`config.mk`:
```
export PLATFORM = sky130hd
export DESIGN_NAME = tcp_single_socket_receiver_core
export DESIGN_NICKNAME = d
export VERILOG_FILES = /design/src/sv/tcprx_pkg.sv /design/src/sv/tcprx_seg_engine.sv /design/src/sv/tcprx_out_queue.sv /design/src/sv/tcp_single_socket_receiver_core.sv
export SDC_FILE = /design/constraint.sdc
export NUM_CORES = 2
export LEC_CHECK = 0
export BUFFER_PORTS_ARGS = -buffer_cell sky130_fd_sc_hd__clkbuf_2
export CORE_UTILIZATION = 40
export DETAILED_ROUTE_END_ITERATION = 8
export PLACE_DENSITY = 0.56
export SLEW_MARGIN = 20
export SYNTH_ARGS = -nofsm -noshare
export SYNTH_HDL_FRONTEND = slang
export SYNTH_HIERARCHICAL = 1
export SYNTH_SLANG_ARGS = --single-unit
export TNS_END_PERCENT = 50
```
`constraint.sdc`:
```
create_clock -name aclk -period 12.29 [get_ports aclk]
set_input_delay 0.6145 -clock aclk [delete_from_list [all_inputs] [get_ports aclk]]
set_output_delay 0.6145 -clock aclk [all_outputs]
set_load 0.01 [all_outputs]
```
`src/sv/tcprx_pkg.sv`:
```
// tcprx_pkg: shared types and constants of the single-socket tcp receiver
// used by tcprx_seg_engine, tcprx_out_queue and tcp_single_socket_receiver_core
// no dependencies
`default_nettype none

package tcprx_pkg;

    // connection state, encoded as reported in the reply descriptor
    typedef enum logic [1:0] {
        ST_LISTEN = 2'd0,
        ST_SYN    = 2'd1,
        ST_EST    = 2'd2,
        ST_CLOSE  = 2'd3
    } conn_state_t;

    // word positions within a segment
    localparam logic [3:0] POS_LENGTH   = 4'd0;
    localparam logic [3:0] POS_IP_FROM  = 4'd1;
    localparam logic [3:0] POS_IP_TO    = 4'd2;
    localparam logic [3:0] POS_SRC_PORT = 4'd3;
    localparam logic [3:0] POS_DST_PORT = 4'd4;
    localparam logic [3:0] POS_SEQ_HI   = 4'd5;
    localparam logic [3:0] POS_SEQ_LO   = 4'd6;
    localparam logic [3:0] POS_ACK_HI   = 4'd7;
    localparam logic [3:0] POS_ACK_LO   = 4'd8;
    localparam logic [3:0] POS_FLAGS    = 4'd9;
    localparam logic [3:0] POS_WINDOW   = 4'd10;
    localparam logic [3:0] POS_CHECKSUM = 4'd11;
    localparam logic [3:0] POS_URGENT   = 4'd12;
    localparam logic [3:0] POS_OPTIONS  = 4'd13;
    localparam logic [3:0] POS_PAYLOAD  = 4'd14;

    // tcp flag bits
    localparam logic [5:0] F_FIN = 6'h01;
    localparam logic [5:0] F_SYN = 6'h02;
    localparam logic [5:0] F_RST = 6'h04;
    localparam logic [5:0] F_PSH = 6'h08;
    localparam logic [5:0] F_ACK = 6'h10;
    localparam logic [5:0] F_URG = 6'h20;

    // header sizes
    localparam logic [15:0] HDR_BYTES     = 16'd20;
    localparam logic [3:0]  HDR_MIN_WORDS = 4'd5;

    // configuration register indexes
    localparam logic CFG_LOCAL_PORT  = 1'b0;
    localparam logic CFG_MAX_TIMEOUT = 1'b1;

    // configuration reset values
    localparam logic [15:0] LOCAL_PORT_RST  = 16'd80;
    localparam logic [31:0] MAX_TIMEOUT_RST = 32'd1000000;

    // result kind carried on tuser
    localparam logic KIND_DATA  = 1'b0;
    localparam logic KIND_REPLY = 1'b1;

    // result queue depth
    localparam int QDEPTH = 4;
    localparam int QPTR_W = 2;

    // reply descriptor, packed so that it follows the two data bytes in tdata
    typedef struct packed {
        logic [5:0]  flags;
        logic [31:0] ack;
        logic [31:0] seq;
        logic [15:0] dst_port;
        logic [15:0] src_port;
        logic [15:0] ip_from;
        logic [15:0] ip_to;
        logic [1:0]  state;
    } reply_t;

    // everything one input beat produces
    typedef struct packed {
        logic        has_data;
        logic        has_reply;
        logic [15:0] word;
        reply_t      reply;
    } entry_t;

endpackage

`default_nettype wire

```
`src/sv/tcprx_seg_engine.sv`:
```
// tcprx_seg_engine: header decode, option skip and connection state machine
// updates all socket state on an accepted input beat and issues a queue entry for data or a reply
// depends on tcprx_pkg
`default_nettype none

module tcprx_seg_engine (
    input  wire logic                aclk,
    input  wire logic                aresetn,
    input  wire logic                in_accept,
    input  wire logic                in_tick,
    input  wire logic [15:0]         in_word,
    input  wire logic                cfg_accept,
    input  wire logic                cfg_index,
    input  wire logic [31:0]         cfg_data,
    output logic                     push,
    output tcprx_pkg::entry_t        push_entry
);

    tcprx_pkg::conn_state_t conn_reg, conn_next;
    logic [3:0]  pos_reg, pos_next;
    logic [15:0] seg_length_reg, seg_length_next;
    logic [15:0] ip_from_reg, ip_from_next;
    logic [15:0] ip_to_reg, ip_to_next;
    logic [15:0] remote_port_reg, remote_port_next;
    logic [15:0] dest_port_reg, dest_port_next;
    logic [31:0] seg_seq_reg, seg_seq_next;
    logic [31:0] seg_ack_reg, seg_ack_next;
    logic [3:0]  hdr_len_reg, hdr_len_next;
    logic [5:0]  seg_flags_reg, seg_flags_next;
    logic [4:0]  options_left_reg, options_left_next;
    logic [15:0] payload_left_reg, payload_left_next;
    logic [15:0] byte_count_reg, byte_count_next;
    logic        forward_reg, forward_next;
    logic        mismatch_reg, mismatch_next;
    logic [31:0] expected_reg, expected_next;
    logic [15:0] src_latch_reg, src_latch_next;
    logic [15:0] dst_latch_reg, dst_latch_next;
    logic [5:0]  rflags_reg, rflags_next;
    logic [31:0] timeout_reg, timeout_next;
    logic [15:0] local_port_reg;
    logic [31:0] max_timeout_reg;

    // size decode, evaluated while the window word passes
    logic [4:0]  opt_words;
    logic [5:0]  opt_bytes;
    logic [15:0] base_bytes;
    logic [15:0] pay_bytes;
    logic [16:0] pay_round;
    logic        do_advance;
    logic        do_data;
    logic        do_reply;

    always_comb begin
        opt_words  = (hdr_len_reg > tcprx_pkg::HDR_MIN_WORDS)
                   ? {hdr_len_reg - tcprx_pkg::HDR_MIN_WORDS, 1'b0} : 5'd0;
        opt_bytes  = {opt_words, 1'b0};
        base_bytes = (seg_length_reg > tcprx_pkg::HDR_BYTES)
                   ? seg_length_reg - tcprx_pkg::HDR_BYTES : 16'd0;
        pay_bytes  = (base_bytes > {10'd0, opt_bytes})
                   ? base_bytes - {10'd0, opt_bytes} : 16'd0;
        pay_round  = {1'b0, pay_bytes} + 17'd1;
    end

    // per-beat decode and state step
    always_comb begin
        conn_next         = conn_reg;
        pos_next          = pos_reg;
        seg_length_next   = seg_length_reg;
        ip_from_next      = ip_from_reg;
        ip_to_next        = ip_to_reg;
        remote_port_next  = remote_port_reg;
        dest_port_next    = dest_port_reg;
        seg_seq_next      = seg_seq_reg;
        seg_ack_next      = seg_ack_reg;
        hdr_len_next      = hdr_len_reg;
        seg_flags_next    = seg_flags_reg;
        options_left_next = options_left_reg;
        payload_left_next = payload_left_reg;
        byte_count_next   = byte_count_reg;
        forward_next      = forward_reg;
        mismatch_next     = mismatch_reg;
        expected_next     = expected_reg;
        src_latch_next    = src_latch_reg;
        dst_latch_next    = dst_latch_reg;
        rflags_next       = rflags_reg;
        timeout_next      = timeout_reg;
        do_advance        = 1'b0;
        do_data           = 1'b0;
        do_reply          = 1'b0;

        if (in_accept && in_tick) begin
            // idle tick only counts between segments
            if (pos_reg == tcprx_pkg::POS_LENGTH) begin
                timeout_next = timeout_reg - 32'd1;
                if (timeout_reg == 32'd0 && conn_reg != tcprx_pkg::ST_LISTEN) begin
                    conn_next   = tcprx_pkg::ST_LISTEN;
                    rflags_next = tcprx_pkg::F_RST | tcprx_pkg::F_ACK;
                end
            end
        end else if (in_accept) begin
            pos_next = pos_reg + 4'd1;
            case (pos_reg)
                tcprx_pkg::POS_LENGTH:   seg_length_next  = in_word;
                tcprx_pkg::POS_IP_FROM:  ip_from_next     = in_word;
                tcprx_pkg::POS_IP_TO:    ip_to_next       = in_word;
                tcprx_pkg::POS_SRC_PORT: remote_port_next = in_word;
                tcprx_pkg::POS_DST_PORT: dest_port_next   = in_word;
                tcprx_pkg::POS_SEQ_HI:   seg_seq_next     = {in_word, 16'd0};
                tcprx_pkg::POS_SEQ_LO:   seg_seq_next     = {seg_seq_reg[31:16], in_word};
                tcprx_pkg::POS_ACK_HI:   seg_ack_next     = {in_word, 16'd0};
                tcprx_pkg::POS_ACK_LO:   seg_ack_next     = {seg_ack_reg[31:16], in_word};
                tcprx_pkg::POS_FLAGS: begin
                    hdr_len_next   = in_word[15:12];
                    seg_flags_next = in_word[5:0];
                end
                tcprx_pkg::POS_WINDOW: begin
                    // sizes only depend on length and header length
                    options_left_next = opt_words;
                    byte_count_next   = pay_bytes;
                    payload_left_next = pay_round[16:1];
                end
                tcprx_pkg::POS_CHECKSUM: ;
                tcprx_pkg::POS_URGENT: begin
                    do_advance    = 1'b1;
                    forward_next  = 1'b0;
                    mismatch_next = (dest_port_reg != local_port_reg);
                    if (!mismatch_next) begin
                        case (conn_reg)
                            tcprx_pkg::ST_LISTEN: begin
                                rflags_next = 6'd0;
                                if ((seg_flags_reg & tcprx_pkg::F_SYN) != 6'd0) begin
                                    timeout_next   = max_timeout_reg;
                                    conn_next      = tcprx_pkg::ST_SYN;
                                    src_latch_next = local_port_reg;
                                    dst_latch_next = remote_port_reg;
                                    expected_next  = seg_seq_reg + 32'd1;
                                    rflags_next    = tcprx_pkg::F_SYN | tcprx_pkg::F_ACK;
                                end
                            end
                            tcprx_pkg::ST_SYN: begin
                                if ((seg_flags_reg & tcprx_pkg::F_ACK) != 6'd0) begin
                                    timeout_next = max_timeout_reg;
                                    conn_next    = tcprx_pkg::ST_EST;
                                    rflags_next  = rflags_reg & ~tcprx_pkg::F_SYN;
                                end
                            end
                            tcprx_pkg::ST_EST: begin
                                if ((seg_flags_reg & tcprx_pkg::F_FIN) != 6'd0) begin
                                    // fin moves the expected number past this seq
                                    timeout_next  = max_timeout_reg;
                                    conn_next     = tcprx_pkg::ST_CLOSE;
                                    rflags_next   = rflags_reg | tcprx_pkg::F_FIN;
                                    expected_next = seg_seq_reg + 32'd1;
                                end else if (seg_seq_reg == expected_reg) begin
                                    timeout_next  = max_timeout_reg;
                                    forward_next  = 1'b1;
                                    expected_next = seg_seq_reg + {16'd0, byte_count_reg};
                                end
                            end
                            default: begin
                                if ((seg_flags_reg & tcprx_pkg::F_ACK) != 6'd0) begin
                                    timeout_next = max_timeout_reg;
                                    conn_next    = tcprx_pkg::ST_LISTEN;
                                    rflags_next  = 6'd0;
                                end
                            end
                        endcase
                        if ((seg_flags_reg & tcprx_pkg::F_RST) != 6'd0) begin
                            timeout_next = max_timeout_reg;
                            conn_next    = tcprx_pkg::ST_LISTEN;
                            rflags_next  = 6'd0;
                        end
                    end
                end
                tcprx_pkg::POS_OPTIONS: begin
                    do_advance = 1'b1;
                    if (options_left_reg != 5'd0) begin
                        options_left_next = options_left_reg - 5'd1;
                    end
                end
                default: begin
                    // payload word
                    do_advance = 1'b1;
                    do_data    = forward_reg;
                    if (payload_left_reg != 16'd0) begin
                        payload_left_next = payload_left_reg - 16'd1;
                    end
                end
            endcase

            // move on to options, payload or the next segment
            if (do_advance) begin
                if (options_left_next != 5'd0) begin
                    pos_next = tcprx_pkg::POS_OPTIONS;
                end else if (payload_left_next != 16'd0) begin
                    pos_next = tcprx_pkg::POS_PAYLOAD;
                end else begin
                    pos_next = tcprx_pkg::POS_LENGTH;
                    do_reply = !mismatch_next;
                end
            end
        end
    end

    // queue entry for this beat
    always_comb begin
        push                      = do_data || do_reply;
        push_entry.has_data       = do_data;
        push_entry.has_reply      = do_reply;
        push_entry.word           = in_word;
        push_entry.reply.flags    = rflags_next;
        push_entry.reply.ack      = expected_next;
        push_entry.reply.seq      = seg_ack_next;
        push_entry.reply.dst_port = dst_latch_next;
        push_entry.reply.src_port = src_latch_next;
        push_entry.reply.ip_from  = ip_to_next;
        push_entry.reply.ip_to    = ip_from_next;
        push_entry.reply.state    = conn_next;
    end

    // socket state registers
    always_ff @(posedge aclk) begin
        if (!aresetn) begin
            conn_reg         <= tcprx_pkg::ST_LISTEN;
            pos_reg          <= tcprx_pkg::POS_LENGTH;
            seg_length_reg   <= 16'd0;
            ip_from_reg      <= 16'd0;
            ip_to_reg        <= 16'd0;
            remote_port_reg  <= 16'd0;
            dest_port_reg    <= 16'd0;
            seg_seq_reg      <= 32'd0;
            seg_ack_reg      <= 32'd0;
            hdr_len_reg      <= 4'd0;
            seg_flags_reg    <= 6'd0;
            options_left_reg <= 5'd0;
            payload_left_reg <= 16'd0;
            byte_count_reg   <= 16'd0;
            forward_reg      <= 1'b0;
            mismatch_reg     <= 1'b0;
            expected_reg     <= 32'd0;
            src_latch_reg    <= 16'd0;
            dst_latch_reg    <= 16'd0;
            rflags_reg       <= 6'd0;
            timeout_reg      <= 32'd0;
        end else begin
            conn_reg         <= conn_next;
            pos_reg          <= pos_next;
            seg_length_reg   <= seg_length_next;
            ip_from_reg      <= ip_from_next;
            ip_to_reg        <= ip_to_next;
            remote_port_reg  <= remote_port_next;
            dest_port_reg    <= dest_port_next;
            seg_seq_reg      <= seg_seq_next;
            seg_ack_reg      <= seg_ack_next;
            hdr_len_reg      <= hdr_len_next;
            seg_flags_reg    <= seg_flags_next;
            options_left_reg <= options_left_next;
            payload_left_reg <= payload_left_next;
            byte_count_reg   <= byte_count_next;
            forward_reg      <= forward_next;
            mismatch_reg     <= mismatch_next;
            expected_reg     <= expected_next;
            src_latch_reg    <= src_latch_next;
            dst_latch_reg    <= dst_latch_next;
            rflags_reg       <= rflags_next;
            timeout_reg      <= timeout_next;
        end
    end

    // configuration registers
    always_ff @(posedge aclk) begin
        if (!aresetn) begin
            local_port_reg  <= tcprx_pkg::LOCAL_PORT_RST;
            max_timeout_reg <= tcprx_pkg::MAX_TIMEOUT_RST;
        end else if (cfg_accept) begin
            case (cfg_index)
                tcprx_pkg::CFG_LOCAL_PORT:  local_port_reg  <= cfg_data[15:0];
                tcprx_pkg::CFG_MAX_TIMEOUT: max_timeout_reg <= cfg_data;
                default: ;
            endcase
        end
    end

endmodule

`default_nettype wire

```
`src/sv/tcprx_out_queue.sv`:
```
// tcprx_out_queue: small result queue, at most one entry per input beat
// splits an entry into a data beat and/or a reply beat on the master side
// depends on tcprx_pkg
`default_nettype none

module tcprx_out_queue (
    input  wire logic                aclk,
    input  wire logic                aresetn,
    input  wire logic                push,
    input  tcprx_pkg::entry_t        push_entry,
    output logic                     space,
    output logic                     m_tvalid,
    input  wire logic                m_tready,
    output logic [151:0]             m_tdata,
    output logic                     m_tuser,
    output logic                     m_tlast
);

    tcprx_pkg::entry_t entries [tcprx_pkg::QDEPTH];
    tcprx_pkg::entry_t head;
    logic [tcprx_pkg::QPTR_W-1:0] wr_ptr_reg, wr_ptr_next;
    logic [tcprx_pkg::QPTR_W-1:0] rd_ptr_reg, rd_ptr_next;
    logic [tcprx_pkg::QPTR_W:0]   count_reg, count_next;
    logic                         phase_reg, phase_next;
    logic                         data_beat;
    logic                         beat;
    logic                         pop;

    assign space = (count_reg != (tcprx_pkg::QPTR_W+1)'(tcprx_pkg::QDEPTH));
    assign head  = entries[rd_ptr_reg];

    // choose the beat shown from the head entry
    always_comb begin
        data_beat = head.has_data && !phase_reg;
        m_tvalid  = (count_reg != '0);
        if (data_beat) begin
            m_tuser = tcprx_pkg::KIND_DATA;
            m_tlast = !head.has_reply;
            m_tdata = {136'd0, head.word[7:0], head.word[15:8]};
        end else begin
            m_tuser = tcprx_pkg::KIND_REPLY;
            m_tlast = 1'b1;
            m_tdata = {head.reply, 16'd0};
        end
        beat = m_tvalid && m_tready;
        pop  = beat && m_tlast;
    end

    // pointers and beat phase
    always_comb begin
        wr_ptr_next = push ? wr_ptr_reg + 1'b1 : wr_ptr_reg;
        rd_ptr_next = pop ? rd_ptr_reg + 1'b1 : rd_ptr_reg;
        count_next  = count_reg + {{tcprx_pkg::QPTR_W{1'b0}}, push}
                    - {{tcprx_pkg::QPTR_W{1'b0}}, pop};
        if (pop) begin
            phase_next = 1'b0;
        end else if (beat) begin
            phase_next = 1'b1;
        end else begin
            phase_next = phase_reg;
        end
    end

    always_ff @(posedge aclk) begin
        if (!aresetn) begin
            wr_ptr_reg <= '0;
            rd_ptr_reg <= '0;
            count_reg  <= '0;
            phase_reg  <= 1'b0;
        end else begin
            wr_ptr_reg <= wr_ptr_next;
            rd_ptr_reg <= rd_ptr_next;
            count_reg  <= count_next;
            phase_reg  <= phase_next;
        end
    end

    // entry storage
    always_ff @(posedge aclk) begin
        if (push) begin
            entries[wr_ptr_reg] <= push_entry;
        end
    end

endmodule

`default_nettype wire

```
`src/sv/tcp_single_socket_receiver_core.sv`:
```
// tcp_single_socket_receiver_core: top level of the single-socket tcp receiver
// instantiates tcprx_seg_engine and tcprx_out_queue, depends on tcprx_pkg
//
// usage:
//   slave channel: one beat per segment word (s_tuser = 0, word on s_tdata) or
//   one idle tick (s_tuser = 1). a segment is length, source ip word, dest ip
//   word, the tcp header words, option words, then payload words.
//   master channel: one beat per result. m_tuser = 0 is a payload byte pair,
//   m_tuser = 1 a reply descriptor given at the end of each segment that
//   matched local_port. m_tlast marks the last beat caused by one input beat.
//   config channel: cfg_index 0 = local_port, 1 = max_timeout; always ready.
//   output: the results of an accepted beat are registered in the result queue, then shown.
//   throughput: one input beat per cycle while s_tready is high; every beat is
//   decoded in the cycle it is accepted, the four-entry result queue absorbs the
//   final payload word of a segment, which gives two master beats.
//   stall: when the master side holds off, the queue fills and s_tready drops
//   once four entries are waiting.
//   reset: aresetn low for one edge returns the socket to listen, clears the
//   queue and restores local_port 80 and max_timeout 1000000.
`default_nettype none

module tcp_single_socket_receiver_core (
    input  wire logic         aclk,
    input  wire logic         aresetn,
    // slave side
    input  wire logic         s_tvalid,
    output logic              s_tready,
    input  wire logic [15:0]  s_tdata,   // [15:0] seg_word
    input  wire logic [0:0]   s_tuser,   // [0] func
    // master side
    output logic              m_tvalid,
    input  wire logic         m_tready,
    output logic [151:0]      m_tdata,   // [7:0] data_high, [15:8] data_low,
                                         // [17:16] reply_state, [33:18] reply_ip_to,
                                         // [49:34] reply_ip_from, [65:50] reply_src_port,
                                         // [81:66] reply_dst_port, [113:82] reply_seq,
                                         // [145:114] reply_ack, [151:146] reply_flags
    output logic [0:0]        m_tuser,   // [0] kind
    output logic              m_tlast,
    // configuration write
    input  wire logic         cfg_valid,
    output logic              cfg_ready,
    input  wire logic         cfg_index,
    input  wire logic [31:0]  cfg_data
);

    logic              space;
    logic              push;
    tcprx_pkg::entry_t push_entry;
    logic              in_accept;
    logic              cfg_accept;

    assign s_tready   = space;
    assign in_accept  = s_tvalid && s_tready;
    assign cfg_ready  = 1'b1;
    assign cfg_accept = cfg_valid && cfg_ready;

    // header decode and connection state
    tcprx_seg_engine u_engine (
        .aclk       (aclk),
        .aresetn    (aresetn),
        .in_accept  (in_accept),
        .in_tick    (s_tuser[0]),
        .in_word    (s_tdata),
        .cfg_accept (cfg_accept),
        .cfg_index  (cfg_index),
        .cfg_data   (cfg_data),
        .push       (push),
        .push_entry (push_entry)
    );

    // result queue and beat split
    tcprx_out_queue u_queue (
        .aclk       (aclk),
        .aresetn    (aresetn),
        .push       (push),
        .push_entry (push_entry),
        .space      (space),
        .m_tvalid   (m_tvalid),
        .m_tready   (m_tready),
        .m_tdata    (m_tdata),
        .m_tuser    (m_tuser[0]),
        .m_tlast    (m_tlast)
    );

endmodule

`default_nettype wire

```
## After elaboration in Yosys (flattened, before gate mapping)

Memories as Yosys holds them, arrays and structs flattened. A register that Yosys moved wholly into a read port is not among the register bits.
Cells that the tools add are included.

| cells by class | value |
|---|---|
| multiply operators | 0 |
| muxes and demuxes | 104 |
| eq/ne operators | 22 |
| shift-type cells | 0 |
| $add $sub $neg | 14 |
| bitwise operators | 4 |
| divide/modulo/power cells | 0 |
| reductions and logical operators | 39 |
| $lt $le $gt $ge | 3 |

Operator list:

| cell | number |
|---|---|
| $mux W32 | 19 |
| $mux W16 | 23 |
| $pmux W32 S2 | 4 |
| $mux W152 | 1 |
| $mux W6 | 8 |
| $add A32 B1 Y32 const B | 1 |
| $add A32 B16 Y32 | 1 |
| $eq A32 B32 Y1 | 1 |
| $logic_not A32 Y1 | 1 |
| $pmux W16 S2 | 1 |
| $reduce_bool A16 Y1 | 2 |
| $sub A32 B1 Y32 const B | 1 |
| $mux W2 | 14 |
| $mux W5 | 5 |
| $eq A4 B4 Y1 const B | 6 |
| $mux W1 | 23 |
| $reduce_and A3 Y1 | 7 |
| $pmux W6 S3 | 1 |
| $add A16 B1 Y17 const B | 1 |
| $eq A4 B3 Y1 const B | 4 |
| $gt A16 B5 Y1 const B | 1 |
| $gt A16 B6 Y1 | 1 |
| $ne A16 B16 Y1 | 1 |
| $sub A16 B1 Y16 const B | 1 |
| 37 further kinds | 58 |

| word-level totals | value |
|---|---|
| RAM bits | 616 |
| output and inout port bits | 157 |
| bits in registers | 356 |
| latch bits | 0 |
| memories kept | 1 |
| word-level logic and storage cells | 215 |
| input bits | 55 |
| bits in read-only memories | 0 |

Memories:

| memory | depth | bits a word | rd ports | clocked after Yosys merged registers in | write ports | RTL line | RTL |
|---|---|---|---|---|---|---|---|
| u_queue.entries | 4 | 154 | 1 | 1 | 1 | tcprx_out_queue.sv:19 | `tcprx_pkg::entry_t entries [tcprx_pkg::QDEPTH];` |

## Longest topological paths before layout

| logic depth | value |
|---|---|
| word-level depth | 17 |
| mapped depth | 31 |
| depth with buffers taken out | 31 |

## By module

Netlist, hierarchy kept.

Modules (own cells, without submodules):

| module | instances | cells an instance | seq. area each (um2) | area each (um2) |
|---|---|---|---|---|
| tcprx_out_queue | 1 | 1031 | 18697.9 | 23715.2 |
| tcprx_seg_engine | 1 | 2467 | 6946.7 | 19142.1 |
| tcp_single_socket_receiver_core | 1 | 3 | 0.0 | 17.5 |

## Worst setup path after synthesis

OpenSTA, ideal clock, no wires.

| path | value |
|---|---|
| path kind | reg-to-reg |
| start | reg u_engine.seg_length_reg[2] |
| end | mem u_queue/entries[0][0] in the netlist's numbering (enable) |
| path buffers | 0 |
| arrival | 9028 ps |
| period minus slack after synthesis | 9560 ps |
| cell stages (with the launch flop) | 27 |
| data required time | 11758 ps |
| slack | 2730 ps |
| setup time | 532 ps |
| path through | dfxtp_1 > inv_1 > ha_1 > nand2b_1 > o211a_2 > nand2_1 > nand2_1 > ha_1 > fa_1 > nand2b_1 > a21o_1 > a211oi_1 > a2111oi_4 > and2b_4 > nand2_1 > and3_1 > ha_1 > nor3b_1 > and3_1 > nand3b_1 > nor2_1 > nand3_1 > or2_2 > o211ai_1 > nand3_2 > o21bai_1 > and2_1 |

| between the ends | value |
|---|---|
| word-level cells in the longest chain between the ends | 17 |
| elaborated cells on any way between the ends | 19 |
| those cells by class | 3 x add/sub; 2 x order compare; 12 x mux; 2 x reduce/logical |

RTL lines:

| item | RTL line | RTL |
|---|---|---|
| start, declared | tcprx_seg_engine.sv:21 | `logic [15:0] seg_length_reg, seg_length_next;` |
| start signal, assigned | tcprx_seg_engine.sv:248 | `seg_length_reg <= seg_length_next;` |
| $gt A16 B5 Y1 / $sub A16 B5 Y16 (equally long branches) | tcprx_seg_engine.sv:57, tcprx_seg_engine.sv:58 |  |
| $mux W16 * | tcprx_seg_engine.sv:58 | `? seg_length_reg - tcprx_pkg::HDR_BYTES : 16'd0;` |
| $sub A16 B6 Y16 / $gt A16 B6 Y1 (equally long branches) | tcprx_seg_engine.sv:60, tcprx_seg_engine.sv:59 |  |
| $mux W16 * | tcprx_seg_engine.sv:60 | `? base_bytes - {10'd0, opt_bytes} : 16'd0;` |
| named net u_engine.pay_bytes[0] | tcprx_seg_engine.sv:47 | `logic [15:0] pay_bytes;` |
| $add A16 B1 Y17 * | tcprx_seg_engine.sv:61 | `pay_round = {1'b0, pay_bytes} + 17'd1;` |
| $pmux W16 S2 * | tcprx_seg_engine.sv:102 | `case (pos_reg)` |
| $mux W16 * | tcprx_seg_engine.sv:100 | `end else if (in_accept) begin` |
| [3 not listed] | -- |  |
| $mux W1 * | tcprx_seg_engine.sv:193 | `if (options_left_next != 5'd0) begin` |
| $mux W1 * | tcprx_seg_engine.sv:192 | `if (do_advance) begin` |
| $mux W1 * | tcprx_seg_engine.sv:100 |  |
| $mux W1 * | tcprx_seg_engine.sv:91 | `if (in_accept && in_tick) begin` |
| $logic_or A1 B1 Y1 * | tcprx_seg_engine.sv:207 | `push = do_data \|\| do_reply;` |
| named net push | tcp_single_socket_receiver_core.sv:48 | `logic push;` |
| $mux W1 * | tcprx_out_queue.sv:80 | `if (push) begin` |
| $mux W1 (not written as such) * | tcprx_out_queue.sv:81 | `entries[wr_ptr_reg] <= push_entry;` |
| end, declared | tcprx_out_queue.sv:19 |  |

The timed path passes the listed nets; every way through them passes the cells marked *. The select of a mux whose other input is x is not followed.

## Worst setup path in the final report

| path | value |
|---|---|
| start | reg u_engine.seg_length_reg[2] |
| end | mem u_queue/entries[3][99] in the netlist's numbering (enable) |

Same word-level chain as after synthesis.

==> flow_summary_export.csv <==
group,metric,value,unit
critical_path,cp_slowest_stage_delay,0.87,ns
floorplanning,start_util,40.6,%
finish,top_register,"u_queue/entries",
global_route,grt_usage,20.9,%
timing,tightest_slew,1.14,ns
logic_synthesis,synthTopCellsByCount,"edfxtp_1, nand2_1, dfxtp_1, and2_1, a21oi_1",
critical_path,crit_family,"simple AND/OR/NAND/NOR gates",
clock_tree,clkLatencyLatePin,0.69,ns
global_route,grt-ovfl-total,0,
run_status,status,"complete, but fails checks",
timing,timing.fmax,0.113,GHz
global_route,grt_first_pass_wirelength,172000,um
finish,fin_util,45.9,%
critical_path,cp-end-kind,"register",
critical_path,path_class,"reg2reg",
logic_synthesis,yosysTopAreaCellShare,43.1,%
timing,finalClockSkew,0.0423,ns
logic_synthesis,synth_cell_types,102,
logic_synthesis,synth_area_leader_cell,"edfxtp_1",
timing,setup_violations,0,
logic_synthesis,synth_edf_count,616,
route,route.detailed.drc,26,
timing,report.final.slew_viol_count,0,
floorplanning,die-area,109000,um2
logic_synthesis,netlist_area,42900,um2
critical_path,path_max_fanout,59,
clock_tree,cts_setup_buffers,0,
route,drt-initial-drc-count,2381,
placement,gp_congestion,0.931,
global_route,antenna_found_initial,6,
floorplanning,rows,119,
clock_tree,clock_path_buffers,3,
logic_synthesis,syn_inst,3501,
finish,largest_register_ffs,616,
clock_tree,numCtsBuffers,101,
route,vias_per_cell,5.54,
timing,grt_setup_unrepaired,"false",
logic_synthesis,async_flop_share,0,%
finish,final_cells,5084,
floorplanning,io_pins,212,
placement,place_area,45000,um2
logic_synthesis,netlist_top_cells_area,"edfxtp_1, dfxtp_1, mux4_2",
logic_synthesis,yosysSeqAreaShare,59.8,%
global_route,grt_max_degree,155,
logic_synthesis,synth_ff_type,"edfxtp_1",
timing,final.period_utilization,72.2,%
finish,fin_area,48500,um2
critical_path,crit_buf_inv,2,
power,ir_drop,0.107,mV
timing,finalHoldViolations,0,
clock_tree,clkTransAtPathRegs,0.06,ns
clock_tree,root_buffer,"clkbuf_16",
clock_tree,cts_sinks,973,
run_status,failed_checks,"DRC",
route,num_vias,28200,
timing,period_minus_slack,8.87,ns
floorplanning,die_y,329,um
global_route,grt_pass1_vias,27000,
critical_path,crit_arrival,9.16,ns
timing,setup_tns,0,ns
power,power.leakage,16.4,nW
route,ant_nets,0,
clock_tree,cts_max_level,3,
floorplanning,core,106000,um2
route,firstDrtPassIters,9,
flow_run,cap_viol_max_count,0,
clock_tree,cts_tree,"built",
route,routed_wl,115000,um
logic_synthesis,yosysWarnings,6,
finish,syn2layout_area_growth,13.1,%
critical_path,required,12.58,ns
min_path,hold_class,"in2reg",
clock_tree,cts_resized,0,
logic_synthesis,synth_area_per_cell,12.2,um2
power,power_density,147,nW/um2
critical_path,cp-start-kind,"register",
placement,hpwl,71600,um
finish,layout.nets,3703,
logic_synthesis,synth_fp_nets,3599,
power,p_total,0.00712,W
critical_path,critPathSlowestCell,"buf_4",
logic_synthesis,ys_ff_latch,973,
finish,drive_above_1_share,18.1,%
placement,place_inst,4893,
floorplanning,die_w,329,um
clock_tree,ctsHoldBuffers,0,
timing,relSlewSlack,24.3,%
logic_synthesis,synth_most_common_cell,"edfxtp_1",
placement,numPortBuffers,210,
route,wl_per_cell,22.5,um
-- worst reg2reg max path, cell delays in order (launching register included) --
cell and delay [ns]:
dfxtp_1 0.43, inv_1 0.09, ha_1 0.23, nand2b_1 0.25
o211a_2 0.38, nand2_1 0.17, nand2_1 0.09, ha_1 0.22
fa_1 0.45, nand2b_1 0.18, a21o_1 0.22, a211oi_1 0.48
a2111oi_4 0.13, and2b_4 0.24, nand2_1 0.23, and3_1 0.23
ha_1 0.20, nor3b_1 0.41, and3_1 0.26, nand3b_1 0.17
nor2_1 0.15, nand3_1 0.17, or2_2 0.33, o211ai_1 0.25
nand3_2 0.23, o21bai_1 0.56, and2_4 0.76, buf_4 0.94
-- report_power, final --
group / switching [W] / internal, W / total, W
Sequential: 0.0000306 / 0.00347 / 0.00350
Clock: 0.00130 / 0.00189 / 0.00319
Combinational: 0.000300 / 0.000137 / 0.000437
Total: 0.00163 / 0.00549 / 0.00712
-- area by class of cell --
cell class / instances / area, um2
antenna: 1 / 2.50
inverter: 50 / 193
clock inverter: 52 / 676
sequential: 973 / 25700
multi-input combinational: 2234 / 16000
fill: 9629 / 57200
tap: 1391 / 1740
clock buffer: 138 / 2820
timing repair buffer: 245 / 1370
-- cell families after synthesis --
family	synth area share (%)
and+or+nand+nor	13.9
DFF	59.8
AOI/OAI and AO/OA	9.05
buffers and inverters	2.93
muxes	10.5
xor gates and xnor gates	2.55
adders and majority gates	1.31
other	0.00875
-- final timing paths --
kind,startpoint,to,slack (ns),depth (start not counted)
setup / recovery,u_engine/seg_length_reg[2],u_queue/entries[3][99],3.42,27
hold / removal,cfg_data[18],u_engine/max_timeout_reg[18],0.13,3
setup reg to reg,u_engine/seg_length_reg[2],u_queue/entries[3][99],3.42,27
hold reg to reg,u_engine/rflags_reg[5],u_engine/rflags_reg[5],0.44,2
-- through the flow --
| stage | worst slack [ns] | hold WS (ns) |
|---|---|---|
| floorplan | 2.73 | 0.425 |
| global placement | 3.62 | 0.434 |
| detailed placement | 3.50 | 0.439 |
| CTS | 3.48 | 0.0966 |
| global route | 2.87 | 0.138 |
| finish | 3.42 | 0.133 |
-- per-layer routing --
metal / track usage, % / up-vias / share of wire (%)
li1: - / 13100 / -
met1: 29.8 / 14100 / 46
met2: 33.2 / 814 / 47
met3: 3.17 / 150 / 5.7
met4: 5.45 / 2 / 2.0
met5: 0 / - / 0.0096
-- cell usage in the layout, fill, tap and decap left out, types with 9 or more instances in the layout --
master	instances
bufinv_16	13
nand3_1	67
nor2b_1	18
nand4_1	19
a22o_1	25
a21o_1	15
o21ai_1	10
a211oi_1	28
or3_1	19
o21ai_0	108
buf_4	32
dfxtp_1	355
a31oi_1	26
clkinv_2	19
ha_1	40
a21oi_1	228
xor2_1	75
nand2_1	435
mux2_2	51
nor2_1	198
clkbuf_16	103
clkbuf_2	209
clkbuf_1	24
edfxtp_1	616
xnor2_1	50
and3_1	32
a22oi_1	37
and2_1	249
clkbuf_8	11
nor3_1	51
nand2b_1	20
o211ai_1	9
mux2i_1	42
o21bai_1	9
inv_1	49
o22ai_1	16
nor4_1	27
mux4_2	154
o31ai_1	16
Note: power is estimated with default switching activity, not from simulation.
